===== src/hw/rtl/frl_pkg.sv =====
// ----------------------------------------------------------------------------
// Flow rate limiter package
// Shared types and constants for the TCP flow rate limiter.
// ----------------------------------------------------------------------------
package frl_pkg;

  localparam int TABLE_ENTRIES = 4096;
  localparam int SLOT_W        = $clog2(TABLE_ENTRIES);
  localparam int TICK_W        = 32;
  localparam int MS_SCALE      = 1000;
  localparam int SCALE_W       = 10;
  localparam int DIVD_W        = TICK_W + SCALE_W;
  localparam int DIV_CNT_W     = $clog2(DIVD_W);
  localparam int TPS_W         = 14;
  localparam int RATE_W        = 31;
  localparam int HALF_W        = DIVD_W / 2;
  localparam int PART_W        = HALF_W + RATE_W;
  localparam int ALLOW_W       = DIVD_W + RATE_W;

  localparam logic [20:0] THRESHOLD_RST = 21'd1048576;
  localparam logic [10:0] RATE_RST      = 11'd2000;
  localparam logic [9:0]  TPS_RST       = 10'd1000;

  typedef enum logic [1:0] {
    REG_BYTE_THRESHOLD   = 2'd0,
    REG_BYTES_PER_MS     = 2'd1,
    REG_TICKS_PER_SECOND = 2'd2
  } cfg_reg_t;

  typedef struct packed {
    logic [RATE_W-1:0] byte_threshold;
    logic [RATE_W-1:0] bytes_per_ms;
    logic [TPS_W-1:0]  ticks_per_second;
  } cfg_t;

  typedef struct packed {
    logic              is_tcp;
    logic              fin;
    logic [15:0]       payload;
    logic [TICK_W-1:0] now;
  } meta_t;

  typedef struct packed {
    meta_t             meta;
    logic [SLOT_W-1:0] slot;
  } item_t;

  typedef struct packed {
    logic [31:0] acc;
    logic [31:0] base;
    logic [31:0] last;
    logic [31:0] drop;
  } entry_t;

  typedef enum logic [2:0] {
    ST_CLEAR, ST_IDLE, ST_READ, ST_EVAL, ST_DIV, ST_MUL, ST_CMP, ST_WRITE
  } back_state_t;

endpackage


===== src/hw/rtl/frl_front.sv =====
// ----------------------------------------------------------------------------
// Flow rate limiter front end
// Accepts headers, works out the payload length and hashes the 4-tuple.
// ----------------------------------------------------------------------------
module frl_front import frl_pkg::*; (
  input  logic        clk,
  input  logic        rst,
  input  logic        hold,
  input  logic        in_valid,
  output logic        in_ready,
  input  logic        is_tcp,
  input  logic [31:0] src_addr,
  input  logic [31:0] dst_addr,
  input  logic [15:0] src_port,
  input  logic [15:0] dst_port,
  input  logic [15:0] total_length,
  input  logic [3:0]  ip_header_words,
  input  logic [3:0]  tcp_header_words,
  input  logic        fin_flag,
  input  logic [31:0] now_tick,
  input  logic        q_full,
  output logic        q_push,
  output item_t       q_item
);

  // Only the low slot bits of each factor reach the slot index.
  logic              v1, v2, v3;
  meta_t             m1, m2, m3;
  logic [SLOT_W-1:0] f0, f1, f2, f3;
  logic [SLOT_W-1:0] f2b, f3b, f3c;
  logic [SLOT_W-1:0] p01, p012;
  logic [2*SLOT_W-1:0] prod01, prod012, prod_all;
  logic [6:0]        hdr;
  logic [16:0]       diff_len;
  meta_t             m_in;
  logic              adv;

  assign adv      = !(v3 && q_full);
  assign in_ready = adv && !hold;
  assign hdr      = {1'b0, ip_header_words, 2'b00} + {1'b0, tcp_header_words, 2'b00};
  assign diff_len = {1'b0, total_length} - {10'b0, hdr};

  always_comb begin
    m_in.is_tcp  = is_tcp;
    m_in.fin     = fin_flag;
    m_in.payload = diff_len[16] ? 16'd0 : diff_len[15:0];
    m_in.now     = now_tick;
  end

  assign prod01   = f0 * f1;
  assign prod012  = p01 * f2b;
  assign prod_all = p012 * f3c;

  always_ff @(posedge clk) begin
    if (rst) begin
      v1 <= 1'b0;
      v2 <= 1'b0;
      v3 <= 1'b0;
    end else if (adv) begin
      v1 <= in_valid && !hold;
      v2 <= v1;
      v3 <= v2;
    end
  end

  always_ff @(posedge clk) begin
    if (adv) begin
      f0   <= src_addr[SLOT_W-1:0] + 1'b1;
      f1   <= dst_addr[SLOT_W-1:0] + 1'b1;
      f2   <= src_port[SLOT_W-1:0] + 1'b1;
      f3   <= dst_port[SLOT_W-1:0] + 1'b1;
      m1   <= m_in;
      p01  <= prod01[SLOT_W-1:0];
      f2b  <= f2;
      f3b  <= f3;
      m2   <= m1;
      p012 <= prod012[SLOT_W-1:0];
      f3c  <= f3b;
      m3   <= m2;
    end
  end

  assign q_push      = v3 && !q_full;
  assign q_item.meta = m3;
  assign q_item.slot = prod_all[SLOT_W-1:0];

endmodule


===== config.mk =====
export PLATFORM = sky130hd
export DESIGN_NAME = frl_front
export DESIGN_NICKNAME = d
export VERILOG_FILES = /design/src/hw/rtl/frl_pkg.sv /design/src/hw/rtl/frl_front.sv
export SDC_FILE = /design/constraint.sdc
export NUM_CORES = 1
export LEC_CHECK = 0
export ABC_CLOCK_PERIOD_IN_PS = 7700
export BUFFER_PORTS_ARGS = -buffer_cell sky130_fd_sc_hd__buf_2
export CAP_MARGIN = 40
export CELL_PAD_IN_SITES_DETAIL_PLACEMENT = 2
export CELL_PAD_IN_SITES_GLOBAL_PLACEMENT = 2
export CORE_MARGIN = 2
export CORE_UTILIZATION = 39
export CTS_CLUSTER_DIAMETER = 200
export CTS_CLUSTER_SIZE = 30
export DETAILED_ROUTE_END_ITERATION = 10
export PLACE_DENSITY_LB_ADDON = 0.08
export SYNTH_ARGS = -nofsm -noshare
export SYNTH_HDL_FRONTEND = slang
export SYNTH_SLANG_ARGS = --single-unit

===== constraint.sdc =====
create_clock -name clk -period 7.7 [get_ports clk]
set_input_delay 0.385 -clock clk [delete_from_list [all_inputs] [get_ports clk]]
set_output_delay 0.385 -clock clk [all_outputs]
set_load 0.005 [all_outputs]

==> flow_summary.yaml <==
outcome:
  status: "finished clean"
clock_network:
  clockRootBuffer: "clkbuf_16"
  cts_tree: "done"
  post_cts_buffers: 0
  path_clk_slew_ns: 0.12
  cts_made_buffers: 12
  postCtsResizedCells: 0
  clock_tree.htree_level_count: 1
  clock_latency_ns: 0.49
  clock-sinks: 261
  cts_hold_buf: 0
  cts_max_path_buffers: 3
grt:
  track_usage: 0.181
  antenna_found_initial: 6
  grt_pass1_vias: 10500
  grt_max_degree: 199
  grt-ovfl-total: 0
  grt_pass1_wl_um: 57700
sta:
  setup_slack_ns: 1.91
  rsz0062_at_grt: "false"
  clock_skew_ns: 0.0189
  maxSlewViolCount: 0
  max_slew_margin: 0.274
  min_period_over_period: 0.752
  hold_viol: 0
  setup_viol: 0
  worst_pin_slew_ns: 1.09
  clock.fmax_mhz: 173
  fin_tns_setup_ns: 0
  period_needed_ns: 5.79
worst_setup_path:
  startpoint_type: "flop"
  ff2ff_path_depth: 16
  critPathKind: "flop to output pin"
  r2r_end: "p012[11]"
  slowest_delay_ns: 0.62
  crit_path_start: "p012[1]"
  cpMaxStageDelayCell: "edfxtp_1"
  critPathArrivalTime_ns: 5.40
  cp_common_cell: "fa_1"
  required_ns: 7.32
  r2r_start: "p01[3]"
  rrSetupSlack_ns: 2.83
  cp-endpoint: "q_item[11]"
  crit_path_max_fanout: 11
  path_cells: "nand2_1 > fa_1 > fa_1 > inv_1 > fa_1 > fa_1 > inv_1 > fa_1 > xor2_1 > xnor2_1 > xnor2_1 > xnor3_1 > xnor2_1 > xnor2_1 > buf_2"
  end_kind: "output pin"
routing:
  via_count: 9067
  drcViolationCount: 0
  drt-total-wl_um: 35800
  final_antenna_net_count: 0
  firstDrtPassIters: 4
  routedWlPerCell_um: 18.7
  vias_per_cell: 4.74
  drt_iter0_drc: 347
synthesis:
  synth_edf_count: 258
  synth-xor-area-share: 0.0704
  synth_area_sq_um: 15300
  avgSynthCellArea_sq_um: 12.5
  synth-seq-area-share: 0.509
  yosys_warnings: 0
  synthDistinctLibCells: 39
  synth_common_cells: "edfxtp_1, inv_1, nand2_1"
  yosysMostFrequentCell: "edfxtp_1"
  ys_ff_latch: 261
  synth_flop_cell: "edfxtp_1"
  syn_inst: 1228
  synth_top_family_by_area: "adder cells"
  synth.top_cell.area_share: 0.505
  synth_compound_gate_area_share: 0.0180
  syn_nets: 1605
  yosys.area_share.simple: 0.103
  synth_top_area_cell: "edfxtp_1"
  synth_fa_ha_area_frac: 0.237
  netlist_top_cells_area: "edfxtp_1, fa_1, ha_1"
  synth.area.mux_share: 0.00245
  synth-async-reset-ratio: 0
power:
  switchingPower_uw: 3200
  seqPwrFrac: 0.270
  p_comb_frac: 0.634
  netSwitchingFraction: 0.414
  p_per_area_nw_per_um2: 451
  ir_drop_mv: 0.286
  power_leakage_uw: 0.00765
  total_power_uw: 7720
  internal_power_uw: 4520
  clkPwrFrac: 0.096
place:
  place.detailed.hpwl_um: 28800
  place_congestion: 0.765
  port_buffers: 174
  post-place-ws_ns: 2.33
  dp_cells: 1894
  placed_cell_area_sq_um: 16800
finish:
  final_area_sq_um: 17100
  drive_gt1_frac: 0.143
  fin_nets: 1767
  stdcell_count: 1912
  syn_to_final_growth_pct: 11.7
  num_antenna_cells: 0
die:
  core_area_sq_um: 38700
  die_x_um: 202
  start_util: 0.396
  rows: 72
  die_area_sq_um: 40900
  dieHeight_um: 202
  ios: 223
min_path:
  min_delay_path_depth: 1
  hold_class: "input port to flop"
job:
  drv_cap: 0
==> final cells by class <==
type	instances	area, sq um
inverters	215	807
fillers	4020	21600
well taps	518	648
repair buffers	175	891
multi-input cells	725	6610
clock inverters	1	11.3
clock buffers	17	340
flip-flops and latches	261	7810
==> power by group through the flow <==
stage	Sequential, uW	Clock [uW]	Combinational [uW]
detailed placement	2120	0	5070
finish	2080	745	4890
CTS	2090	779	5100
floorplan	1990	0	3610
global route	2110	813	5680
global placement	2100	0	4790
==> worst min-delay path by stage <==
stage / start / slack, ns / to
detailed placement: m2[18] / 0.41 / q_item[30]
finish: now_tick[11] / 0.07 / m1[11]
global placement: m1[32] / 0.40 / m2[32]
global route: now_tick[13] / 0.04 / m1[13]
CTS: now_tick[17] / 0.05 / m1[17]
floorplan: f2[0] / 0.40 / f2b[0]
==> layout by cell type, fill, tap and decap left out, types with 2 or more instances in the layout <==
master / Yosys / final
a31oi_1: 2 / 2
edfxtp_1: 258 / 258
o21a_1: 6 / 6
and3_1: 7 / 7
a21o_1: 6 / 6
nor2b_1: 4 / 4
and4_1: 3 / 3
nand2_1: 198 / 197
nand4_1: 5 / 5
ha_1: 97 / 97
a21oi_1: 14 / 14
fa_1: 121 / 121
mux2_2: 2 / 2
or4_1: 2 / 2
inv_1: 215 / 215
clkbuf_1: 22 / 4
or3_4: 2 / 2
nand3_1: 20 / 20
nor2_1: 27 / 27
nand2b_1: 5 / 5
o21ai_0: 8 / 8
nor3_1: 9 / 9
and2_1: 54 / 54
xor2_1: 23 / 23
buf_2: 4 / 174
clkbuf_16: 0 / 13
xnor2_1: 95 / 95
xnor3_1: 2 / 2
dfxtp_1: 3 / 3
o21bai_1: 4 / 4
==> metal layers <==
| layer | vias to the layer above | global-route usage | share of wire |
|---|---|---|---|
| met2 | 149 | 0.334 | 0.52 |
| met4 | 12 | 0.0271 | 0.011 |
| met1 | 4626 | 0.220 | 0.41 |
| met3 | 32 | 0.0392 | 0.053 |
| li1 | 4248 | - | - |
| met5 | - | 0 | 0.0021 |
==> worst max-delay path, delay by kind of cell, from the launching register on <==
kind	cells	cell delay [ns]
adder cells (fa/ha/maj)	5	2.50
flip-flops	1	0.62
AND/OR/NAND/NOR	1	0.15
XOR/XNOR	6	1.42
buffers and inverters	3	0.24
==> cells by family (layout without fill, tap and decap cells) <==
| family | after synthesis | in the layout |
|---|---|---|
| AND/OR/NAND/NOR | 341 | 341 |
| flip-flops | 261 | 261 |
| buffers and inverters | 242 | 408 |
| adder cells (fa/ha/maj) | 218 | 218 |
| XOR/XNOR | 120 | 120 |
| AO/OA/AOI/OAI | 43 | 43 |
| multiplexers | 3 | 3 |
==> per-stage QoR <==
stage,utilization,hold WS (ns)
after floorplan,-,0.400
after global placement,0.433,0.400
after detailed placement,0.433,0.405
after CTS,0.442,0.0458
after global routing,0.442,0.0435
final,0.442,0.0654
Note: power is estimated with default switching activity, not from simulation.
