<file path="src/hw/rtl/frl_pkg.sv">
// ----------------------------------------------------------------------------
// Flow rate limiter package
// Shared types and constants for the TCP flow rate limiter.
// ----------------------------------------------------------------------------
package frl_pkg;

  localparam int TABLE_ENTRIES = 4096;
  localparam int SLOT_W        = $clog2(TABLE_ENTRIES);
  localparam int TICK_W        = 32;
  localparam int MS_SCALE      = 1000;
  localparam int SCALE_W       = 10;
  localparam int DIVD_W        = TICK_W + SCALE_W;
  localparam int DIV_CNT_W     = $clog2(DIVD_W);
  localparam int TPS_W         = 14;
  localparam int RATE_W        = 31;
  localparam int HALF_W        = DIVD_W / 2;
  localparam int PART_W        = HALF_W + RATE_W;
  localparam int ALLOW_W       = DIVD_W + RATE_W;

  localparam logic [20:0] THRESHOLD_RST = 21'd1048576;
  localparam logic [10:0] RATE_RST      = 11'd2000;
  localparam logic [9:0]  TPS_RST       = 10'd1000;

  typedef enum logic [1:0] {
    REG_BYTE_THRESHOLD   = 2'd0,
    REG_BYTES_PER_MS     = 2'd1,
    REG_TICKS_PER_SECOND = 2'd2
  } cfg_reg_t;

  typedef struct packed {
    logic [RATE_W-1:0] byte_threshold;
    logic [RATE_W-1:0] bytes_per_ms;
    logic [TPS_W-1:0]  ticks_per_second;
  } cfg_t;

  typedef struct packed {
    logic              is_tcp;
    logic              fin;
    logic [15:0]       payload;
    logic [TICK_W-1:0] now;
  } meta_t;

  typedef struct packed {
    meta_t             meta;
    logic [SLOT_W-1:0] slot;
  } item_t;

  typedef struct packed {
    logic [31:0] acc;
    logic [31:0] base;
    logic [31:0] last;
    logic [31:0] drop;
  } entry_t;

  typedef enum logic [2:0] {
    ST_CLEAR, ST_IDLE, ST_READ, ST_EVAL, ST_DIV, ST_MUL, ST_CMP, ST_WRITE
  } back_state_t;

endpackage

</file>
<file path="src/hw/rtl/frl_queue.sv">
// ----------------------------------------------------------------------------
// Flow rate limiter queue
// Two-entry queue between the front end and the table engine.
// ----------------------------------------------------------------------------
module frl_queue import frl_pkg::*; (
  input  logic  clk,
  input  logic  rst,
  input  logic  push,
  input  item_t push_item,
  input  logic  pop,
  output item_t head,
  output logic  full,
  output logic  empty
);

  item_t      slots [2];
  logic       wr_ptr, rd_ptr;
  logic [1:0] count;

  assign full  = count == 2'd2;
  assign empty = count == 2'd0;
  assign head  = slots[rd_ptr];

  always_ff @(posedge clk) begin
    if (rst) begin
      wr_ptr <= 1'b0;
      rd_ptr <= 1'b0;
      count  <= 2'd0;
    end else begin
      if (push) begin
        wr_ptr <= !wr_ptr;
      end
      if (pop) begin
        rd_ptr <= !rd_ptr;
      end
      count <= count + {1'b0, push} - {1'b0, pop};
    end
  end

  always_ff @(posedge clk) begin
    if (push) begin
      slots[wr_ptr] <= push_item;
    end
  end

  a_no_overflow: assert property (@(posedge clk) disable iff (rst)
    full |-> !push) else $error("push into a full queue");
  a_no_underflow: assert property (@(posedge clk) disable iff (rst)
    empty |-> !pop) else $error("pop from an empty queue");
  a_count_range: assert property (@(posedge clk) disable iff (rst)
    count != 2'd3) else $error("queue count out of range");

endmodule

</file>
<file path="config.mk">
export PLATFORM = sky130hd
export DESIGN_NAME = frl_queue
export DESIGN_NICKNAME = d
export VERILOG_FILES = /design/src/hw/rtl/frl_pkg.sv /design/src/hw/rtl/frl_queue.sv
export SDC_FILE = /design/constraint.sdc
export NUM_CORES = 1
export LEC_CHECK = 0
export ABC_AREA = 1
export BUFFER_PORTS_ARGS = -buffer_cell sky130_fd_sc_hd__buf_2
export CORE_UTILIZATION = 44
export CTS_BUF_LIST = sky130_fd_sc_hd__clkbuf_4
export CTS_CLUSTER_SIZE = 14
export DETAILED_ROUTE_END_ITERATION = 10
export GPL_ROUTABILITY_DRIVEN = 0
export HOLD_SLACK_MARGIN = 0.05
export PLACE_DENSITY = 0.68
export SYNTH_ARGS = -nofsm -noshare
export SYNTH_HDL_FRONTEND = slang
export SYNTH_SLANG_ARGS = --single-unit
</file>
<file path="constraint.sdc">
create_clock -name clk -period 10.5 [get_ports clk]
set_clock_uncertainty 0.15 [all_clocks]
set_input_delay 0.525 -clock clk [delete_from_list [all_inputs] [get_ports clk]]
set_output_delay 0.525 -clock clk [all_outputs]
set_load 0.05 [all_outputs]
</file>
==> run_results.csv, run 1 <==
group,metric,value,unit
drt,ant_nets,0,
placement,numPlacedInstances,489,
sta,layout_setup_ws,7.39,ns
global_route,grt_pass1_vias,2756,
power,p_leak,2.66,nW
worst_hold_path,holdCritPathClass,"in -> reg",
worst_setup_path,cp-end-kind,"primary output",
clock_tree,clock-sinks,129,
global_route,grt_max_degree,49,
sta,setup_viol,0,
cells_and_area,fillers,829,
die,rows,38,
worst_setup_path,startpoint_type,"register",
synth,ys_seq_area_frac,0.764,
synth,yosys_most_used_dff,"edfxtp_1",
synth,synth_area_leaders,"edfxtp_1, mux2_4, buf_12",
clock_tree,insertion_delay,0.48,ns
die,dieWidth,109,um
sta,worst_pin_slew,0.804,ns
placement,dp.final_hpwl,5.12,mm
worst_setup_path,cp.buffers_inverters,2,
worst_setup_path,critical-path-top-delay-family,"buffers and inverters",
synth,syn_nets,292,
clock_tree,tritoncts,"done",
synth,synth_edf_count,124,
run_status,status,"completed",
cells_and_area,final_nets,499,
global_route,grt_use_total,0.149,
drt,first_iter_violations,68,
die,fp.coreArea,10900,um2
sta,setup-tns-final,0,ns
synth,synth_top_cell_area_share,0.744,
drt,drc_errors,0,
drt,drt-total-wl,8.46,mm
sta,fmax,322,MHz
worst_setup_path,path_cells,"buf_4 > mux2_4 > buf_2",
sta,maxSlewViolCount,0,
synth,yosysMostFrequentCell,"edfxtp_1",
cells_and_area,finalNonFillerCells,581,
clock_tree,clkTransAtPathRegs,0.11,ns
worst_setup_path,crit_arrival,2.43,ns
placement,placed_area,5730,um2
sta,rsz0062_at_grt,"false",
worst_setup_path,crit_type,"reg -> out",
sta,max_slew_margin,0.463,
drt,first_pass_iters,4,
job,cap_violations,0,
cells_and_area,diodes,0,
worst_setup_path,slowest_stage,"dfxtp_4",
sta,min_period_over_period,0.296,
placement,io_buffers,129,
synth,yosysTopAreaCell,"edfxtp_1",
synth,ys_types,14,
die,ios,130,
drt,viasPerCell,4.55,
worst_setup_path,reg2reg_setup_slack,8.41,ns
power,worst_ir_drop_vdd,0.0854,mV
sta,hold_ws,0.182,ns
synth,netlist_instances,224,
drt,wire_per_inst,14.6,um
worst_setup_path,required,9.83,ns
synth,syn_avg_cell_area,22.3,um2
cells_and_area,syn_to_final_growth,31.6,%
cells_and_area,drive_above_1_share,0.497,
die,die_h,109,um
die,initial_core_util,0.457,
die,die_area,11800,um2
global_route,grt_pass1_wl,12.7,mm
sta,layout_min_cycle_time,3.11,ns
clock_tree,clockBufferDepth,2,
worst_setup_path,cpPeakStageDelay,0.75,ns
sta,hold_violations,0,
synth,netlist_area,5000,um2
clock_tree,cts_root_buffer,"clkbuf_4",
placement,place_ws,7.86,ns
drt,num_vias,2644,
worst_setup_path,r2r_end,"slots[0][24]$_DFFE_PP_",
worst_setup_path,cp_max_fo,32,
worst_setup_path,endpoint,"head[5]",
worst_setup_path,ff2ff_path_depth,2,
synth,ys.warnings.count,0,
cells_and_area,fin_area,6590,um2
clock_tree,htreeDepth,4,
power,power_density,170,nW/um2
global_route,overflow,0,
synth,async_reset_ff_frac,0,
global_route,antenna_found_initial,0,
synth,synth-seq-cells,129,
synth,synth_commonest_cells,"edfxtp_1, mux2_4, inv_1, nor2_1, buf_12",
clock_tree,numCtsBuffers,17,
worst_setup_path,crit_cells,3,
worst_hold_path,holdCritStartpoint,"pop",
worst_setup_path,r2r-start,"wr_ptr$_SDFFE_PP0P_",
[how the worst min path moves through the flow]
stage	cells after the start	slack (ns)	endpoint
3_3_place_gp	2	0.35	rd_ptr$_SDFFE_PP0P_
2_1_floorplan	2	0.33	register
6_report	3	0.18	register
3_5_place_dp	2	0.35	register
5_1_grt	3	0.13	register
4_1_cts	3	0.12	register
[area by class of cell]
type / instances / area, um2 / share of cell area
Tap cell: 140 / 175 / 0.0266
Timing Repair Buffer: 195 / 1300 / 0.197
Clock inverter: 12 / 101 / 0.0154
Clock buffer: 17 / 128 / 0.0194
Multi-Input combinational cell: 80 / 1020 / 0.156
Inverter: 8 / 30.0 / 0.00456
Sequential cell: 129 / 3830 / 0.581
[power breakdown]
group          total (mW)  switching, mW  internal, mW  leakage [nW]
sequential          0.609         0.0139         0.595          1.21
combinational       0.227          0.142        0.0846          1.33
clock               0.287          0.156         0.131         0.129
[flip-flops by register name (all words and copies together), names as in the netlist, named ones only]
name / count
slots: 124
rd_ptr: 1
wr_ptr: 1
count: 2
[layout by cell type (no fill, tap or decap), drive strengths merged]
cell and instances:
buf 132, nor2 8, clkbuf 17, nor3 1, edfxtp 124, dfxtp 5, bufinv 2, nand2 4
nand3 1, ha 2, xnor2 1, clkinv 10, mux2 62, inv 8, a21oi 1, dlygate4sd3 63
[logic make-up after synthesis]
family / count (synthesis) / share of synthesized area
flip-flops: 129 / 0.764
multiplexers: 62 / 0.185
buffers and inverters: 15 / 0.0323
AND/OR/NAND/NOR: 14 / 0.0110
adder cells (fa/ha/maj): 2 / 0.00500
AO/OA/AOI/OAI: 1 / 0.00100
XOR/XNOR: 1 / 0.00175
[layer usage]
layer	global-route usage	wire length [um]	vias to the layer above
met1	0.164	3480	1259
met3	0.0556	604	6
li1	-	-	1278
met4	0.0637	78	0
met5	0	0	-
met2	0.257	4300	101
[tightest hold or removal path: cells and delay by family]
| kind | cells | cell delay [ns] |
|---|---|---|
| buf+inv | 1 | 0.11 |
| xor+xnor | 1 | 0.08 |
| simple gates | 1 | 0.07 |
[stage by stage]
step / util / power (mW)
floorplan: - / 0.792
global placement: 0.524 / 0.828
detailed placement: 0.524 / 0.831
CTS: 0.602 / 1.14
global route: 0.602 / 1.17
finish: 0.602 / 1.12
[timing repair]
item / CTS / global route
hold buffers: 63 / 0
hold endpoints to repair: 125 / 0
endpoints found under the setup margin: 0 / 0
setup buffers: 0 / 0
gates resized for setup: 0 / 0
Note: power is estimated with default switching activity, not from simulation.
==> run 2: changes to the inputs <==
==> constraint.sdc (replaced) <==
create_clock -name clk -period 3 [get_ports clk]
set_clock_uncertainty 0.15 [all_clocks]
set_input_delay 0.15 -clock clk [delete_from_list [all_inputs] [get_ports clk]]
set_output_delay 0.15 -clock clk [all_outputs]
set_load 0.05 [all_outputs]
==> run_results.csv, run 2 (synthesis gave the netlist of run 1 again) <==
group,metric,value,unit
sta,layout_min_cycle_time,2.39,ns
global_route,grt_max_degree,41,
drt,num_vias,2694,
worst_hold_path,holdCritStartpoint,"push_item[15]",
sta,maxSlewViolCount,0,
drt,drc_errors,0,
cells_and_area,syn_to_final_growth,32.5,%
cells_and_area,layout_commonest_cell,"buf_2",
cells_and_area,final_nets,504,
die,initial_core_util,0.457,
cells_and_area,diodes,0,
sta,hold_violations,0,
die,ios,130,
worst_hold_path,hold_end,"slots[0][15]$_DFFE_PP_",
drt,wire_per_inst,14.8,um
worst_setup_path,cp-end-kind,"primary output",
die,dieWidth,109,um
sta,setup_viol,0,
clock_tree,cts_setup_buffers,0,
sta,hold_ws,0.228,ns
clock_tree,clkTransAtPathRegs,0.10,ns
global_route,grt_pass1_wl,13.1,mm
worst_setup_path,r2r_end,"count[0]$_SDFF_PP0_",
die,fp.coreArea,10900,um2
worst_setup_path,startpoint_type,"register",
clock_tree,insertion_delay,0.47,ns
worst_setup_path,required,2.70,ns
die,die_area,11800,um2
global_route,antenna_found_initial,0,
cells_and_area,drive_above_1_share,0.503,
cells_and_area,top_regs,"slots: 124 flops, count: 2 flops",
clock_tree,clock-sinks,129,
placement,io_buffers,129,
sta,max_slew_margin,0.649,
worst_setup_path,ff2ff_path_depth,7,
clock_tree,htreeDepth,4,
power,worst_ir_drop_vdd,0.313,mV
die,rows,38,
drt,first_iter_violations,78,
worst_hold_path,hold_path_depth,2,
sta,rsz0062_at_grt,"false",
sta,fmax,419,MHz
clock_tree,tritoncts,"done",
clock_tree,cts_root_buffer,"clkbuf_4",
sta,worst_pin_slew,0.526,ns
sta,min_period_over_period,0.795,
worst_setup_path,r2r-start,"count[0]$_SDFF_PP0_",
power,power_density,585,nW/um2
drt,first_pass_iters,4,
cells_and_area,largest_register_ffs,124,
global_route,grt_use_total,0.155,
worst_setup_path,crit_arrival,2.09,ns
cells_and_area,fillers,870,
run_status,status,"completed",
power,power.total,3.87,mW
power,p_leak,2.68,nW
drt,drt-total-wl,8.68,mm
drt,ant_nets,0,
worst_setup_path,reg2reg_setup_slack,1.13,ns
worst_setup_path,crit_type,"reg -> out",
placement,dp.final_hpwl,5.27,mm
sta,setup-tns-final,0,ns
cells_and_area,final_cell_mix,"buf_2, edfxtp_1, dlygate4sd3_1",
global_route,overflow,0,
die,die_h,109,um
cells_and_area,top_register,"slots",
drt,viasPerCell,4.61,
global_route,grt_pass1_vias,2830,
clock_tree,numCtsBuffers,17,
worst_setup_path,cp_max_fo,36,
clock_tree,clockBufferDepth,2,
job,cap_violations,0,
worst_hold_path,holdCritPathClass,"in -> reg",
==> run 2: cell types whose count changed in the layout (fill, tap and decap cells not counted) <==
cell           change
clkinv_1           -4
dlygate4sd3_1      +3
clkbuf_4           +2
clkinvlp_4         +2
buf_12             +1
buf_4              +1
bufinv_16          -1
==> run 2: cell type report <==
cell class	instances	area, um2	area share
Sequential cell	129	3830	0.577
Timing Repair Buffer	200	1360	0.205
Multi-Input combinational cell	80	1020	0.155
Tap cell	140	175	0.0264
Clock buffer	19	143	0.0215
Clock inverter	9	71.3	0.0108
Inverter	8	30.0	0.00453
==> run 2: per-stage QoR <==
stage	utilization	setup slack [ns]	instance area, um2	cells
after floorplan	-	0.480	5000	224
after global placement	0.526	1.10	5750	491
after detailed placement	0.526	1.09	5750	491
after CTS	0.606	0.512	6630	585
after global routing	0.606	0.450	6630	585
final	0.606	0.615	6630	585
==> run 2: critical path: stages (launching register included) <==
cell	delay, ns
dfxtp_4	0.69
buf_12	0.34
mux2_4	0.33
buf_2	0.21
==> run 2: how the worst max path moves through the flow <==
stage | depth (start not counted) | slack, ns | endpoint | start
floorplan | 1 | 0.48 | slots[0][0]$_DFFE_PP_ | wr_ptr$_SDFFE_PP0P_
global placement | 3 | 1.10 | head[50] | register
detailed placement | 3 | 1.09 | head[50] | register
CTS | 3 | 0.51 | head[12] | register
global route | 3 | 0.45 | head[26] | register
finish | 3 | 0.61 | head[28] | register
==> run 2: timing repair <==
| action | in CTS | in global routing |
|---|---|---|
| setup endpoints to repair | 0 | 0 |
| endpoints found under the hold margin | 129 | 0 |
| hold buffers | 66 | 0 |
| resized for setup | 0 | 0 |
==> run 2: routing by layer <==
layer,GRT usage,vias to the layer above,wire (um),share of wire
met5,0,-,0,0
met4,0.0782,0,108,0.012
met3,0.0466,10,492,0.057
met2,0.281,93,4750,0.55
met1,0.163,1310,3330,0.38
li1,-,1281,-,-
==> run 2: power breakdown <==
| part | total, mW | switching [mW] | leakage, nW | internal [mW] |
|---|---|---|---|---|
| logic | 0.808 | 0.503 | 1.36 | 0.306 |
| clock network | 0.937 | 0.539 | 0.118 | 0.398 |
| registers | 2.13 | 0.0465 | 1.21 | 2.08 |
==> run 3: changes to the inputs <==
--- a/config.mk
+++ b/config.mk
@@ -13,7 +13,7 @@
 export DETAILED_ROUTE_END_ITERATION = 10
 export GPL_ROUTABILITY_DRIVEN = 0
 export HOLD_SLACK_MARGIN = 0.05
-export PLACE_DENSITY = 0.68
+export PLACE_DENSITY = 0.71
 export SYNTH_ARGS = -nofsm -noshare
 export SYNTH_HDL_FRONTEND = slang
 export SYNTH_SLANG_ARGS = --single-unit
==> constraint.sdc (replaced) <==
create_clock -name clk -period 2 [get_ports clk]
set_clock_uncertainty 0.15 [all_clocks]
set_input_delay 0.1 -clock clk [delete_from_list [all_inputs] [get_ports clk]]
set_output_delay 0.1 -clock clk [all_outputs]
set_load 0.05 [all_outputs]
==> run_results.csv, run 3 (synthesis gave the netlist of run 1 again) <==
group,metric,value,unit
power,power_density,912,nW/um2
cells_and_area,drive_above_1_share,0.515,
sta,setup_viol,0,
clock_tree,clock-sinks,129,
cells_and_area,layout_commonest_cell,"edfxtp_1",
cells_and_area,largest_register_ffs,124,
cells_and_area,diodes,0,
die,fp.coreArea,10900,um2
worst_hold_path,holdCritPathClass,"in -> reg",
clock_tree,numCtsBuffers,17,
sta,setup-tns-final,0,ns
worst_setup_path,r2r_end,"slots[1][0]$_DFFE_PP_",
sta,max_slew_margin,0.756,
worst_setup_path,cp_max_fo,6,
job,cap_violations,0,
die,initial_core_util,0.457,
drt,ant_nets,0,
global_route,grt_use_total,0.168,
power,worst_ir_drop_vdd,0.614,mV
clock_tree,clockBufferDepth,2,
cells_and_area,multi_input_area,1020,um2
drt,wire_per_inst,16.0,um
cells_and_area,top_regs,"slots: 124 flops, count: 2 flops",
drt,first_iter_violations,97,
global_route,antenna_found_initial,0,
worst_setup_path,required,1.75,ns
sta,worst_pin_slew,0.365,ns
drt,drc_errors,0,
clock_tree,tritoncts,"done",
worst_setup_path,reg2reg_setup_slack,0.49,ns
worst_setup_path,cp-end-kind,"primary output",
power,p_leak,2.85,nW
power,power.internal,4.69,mW
cells_and_area,top_register,"slots",
drt,drt-total-wl,9.53,mm
global_route,overflow,0,
worst_setup_path,r2r-start,"wr_ptr$_SDFFE_PP0P_",
power,net-switching-power,1.74,mW
cells_and_area,syn_to_final_growth,40.9,%
clock_tree,htreeDepth,4,
drt,num_vias,2752,
power,power_switching_share,0.271,
global_route,grt_pass1_vias,2877,
run_status,status,"completed",
clock_tree,clkTransAtPathRegs,0.10,ns
sta,min_period_over_period,0.974,
cells_and_area,final_nets,511,
clock_tree,cts_root_buffer,"clkbuf_4",
sta,layout_min_cycle_time,1.95,ns
sta,rsz0062_at_grt,"true",
sta,hold_violations,0,
drt,first_pass_iters,4,
die,die_area,11800,um2
clock_tree,insertion_delay,0.49,ns
worst_hold_path,holdCritStartpoint,"push_item[49]",
die,die_h,109,um
worst_setup_path,critical-path-top-delay-family,"flip-flops",
worst_hold_path,hold_path_depth,2,
die,dieWidth,109,um
worst_hold_path,hold_end,"slots[1][49]$_DFFE_PP_",
power,comb_power_share,0.217,
global_route,grt_pass1_wl,14.1,mm
power,pwr-share-seq,0.493,
die,ios,130,
placement,io_buffers,129,
worst_setup_path,startpoint_type,"register",
worst_setup_path,crit_type,"reg -> out",
worst_setup_path,cp.buffers_inverters,3,
worst_setup_path,crit_arrival,1.70,ns
sta,layout_setup_ws,0.0514,ns
worst_setup_path,ff2ff_path_depth,3,
worst_setup_path,path_cells,"buf_12 > clkbuf_16 > mux2_4 > buf_6",
die,rows,38,
cells_and_area,area.sequential,3830,um2
placement,place_ws,0.496,ns
cells_and_area,final_cell_mix,"edfxtp_1, buf_2, dlygate4sd3_1",
worst_setup_path,slowest_stage,"dfxtp_4",
cells_and_area,fillers,782,
drt,viasPerCell,4.62,
sta,maxSlewViolCount,0,
placement,dp.final_hpwl,5.68,mm
worst_setup_path,cpPeakStageDelay,0.46,ns
power,p_clk_frac,0.290,
sta,fmax,513,MHz
global_route,grt_max_degree,41,
## run 3: per-stage QoR
| step | hold WS [ns] | power, mW | cells | util | instance area, um2 |
|---|---|---|---|---|---|
| floorplan | 0.0212 | 4.16 | 224 | - | 5010 |
| global placement | 0.137 | 4.38 | 494 | 0.534 | 5840 |
| detailed placement | 0.141 | 4.41 | 494 | 0.534 | 5840 |
| CTS | 0.109 | 6.46 | 595 | 0.639 | 6990 |
| global route | 0.103 | 6.69 | 596 | 0.645 | 7050 |
| finish | 0.178 | 6.43 | 596 | 0.645 | 7050 |
## run 3: layer usage
metal | GRT usage | part of all wire | vias to the layer above
met5 | 0 | 0 | -
met4 | 0.0618 | 0.0093 | 0
met3 | 0.0592 | 0.055 | 7
met2 | 0.295 | 0.52 | 101
met1 | 0.189 | 0.42 | 1334
li1 | - | - | 1310
## run 3: worst max-delay path by stage
stage	from	end	slack [ns]	depth (start not counted)
final	register	head[32]	0.05	4
after global routing	register	head[32]	-0.07	4
after CTS	register	head[43]	-0.06	3
after detailed placement	wr_ptr$_SDFFE_PP0P_	slots[1][43]$_DFFE_PP_	0.50	3
after global placement	wr_ptr$_SDFFE_PP0P_	slots[1][48]$_DFFE_PP_	0.52	3
after floorplan	wr_ptr$_SDFFE_PP0P_	slots[1][0]$_DFFE_PP_	0.13	2
## run 3: power groups by stage
stage | logic [mW] | clock network [mW] | registers [mW]
CTS | 1.37 | 1.92 | 3.17
finish | 1.39 | 1.86 | 3.17
global placement | 1.16 | 0 | 3.23
floorplan | 0.941 | 0 | 3.22
global route | 1.46 | 2.04 | 3.19
detailed placement | 1.17 | 0 | 3.23
## run 3: repair_timing
action,4_1_cts,5_1_grt
buffers inserted,2,0
pin swaps,0,0
endpoints found under the setup margin,34,45
hold buffers,66,0
hold endpoints to repair,129,0
cloned,1,1
gates resized for setup,41,16
## run 3: cell type report
cell class / instances / area share
clock buffer: 18 / 0.0192
clock inverter: 14 / 0.0241
timing repair buffer: 207 / 0.239
multi-input combinational: 80 / 0.145
tap: 140 / 0.0248
sequential: 129 / 0.543
inverter: 8 / 0.00479
## run 3: worst reg2reg max path, cell delays in order, from the launching register on
cell and delay, ns:
dfxtp_1 0.36, nand2_1 0.11, clkinvlp_4 0.33, buf_12 0.31
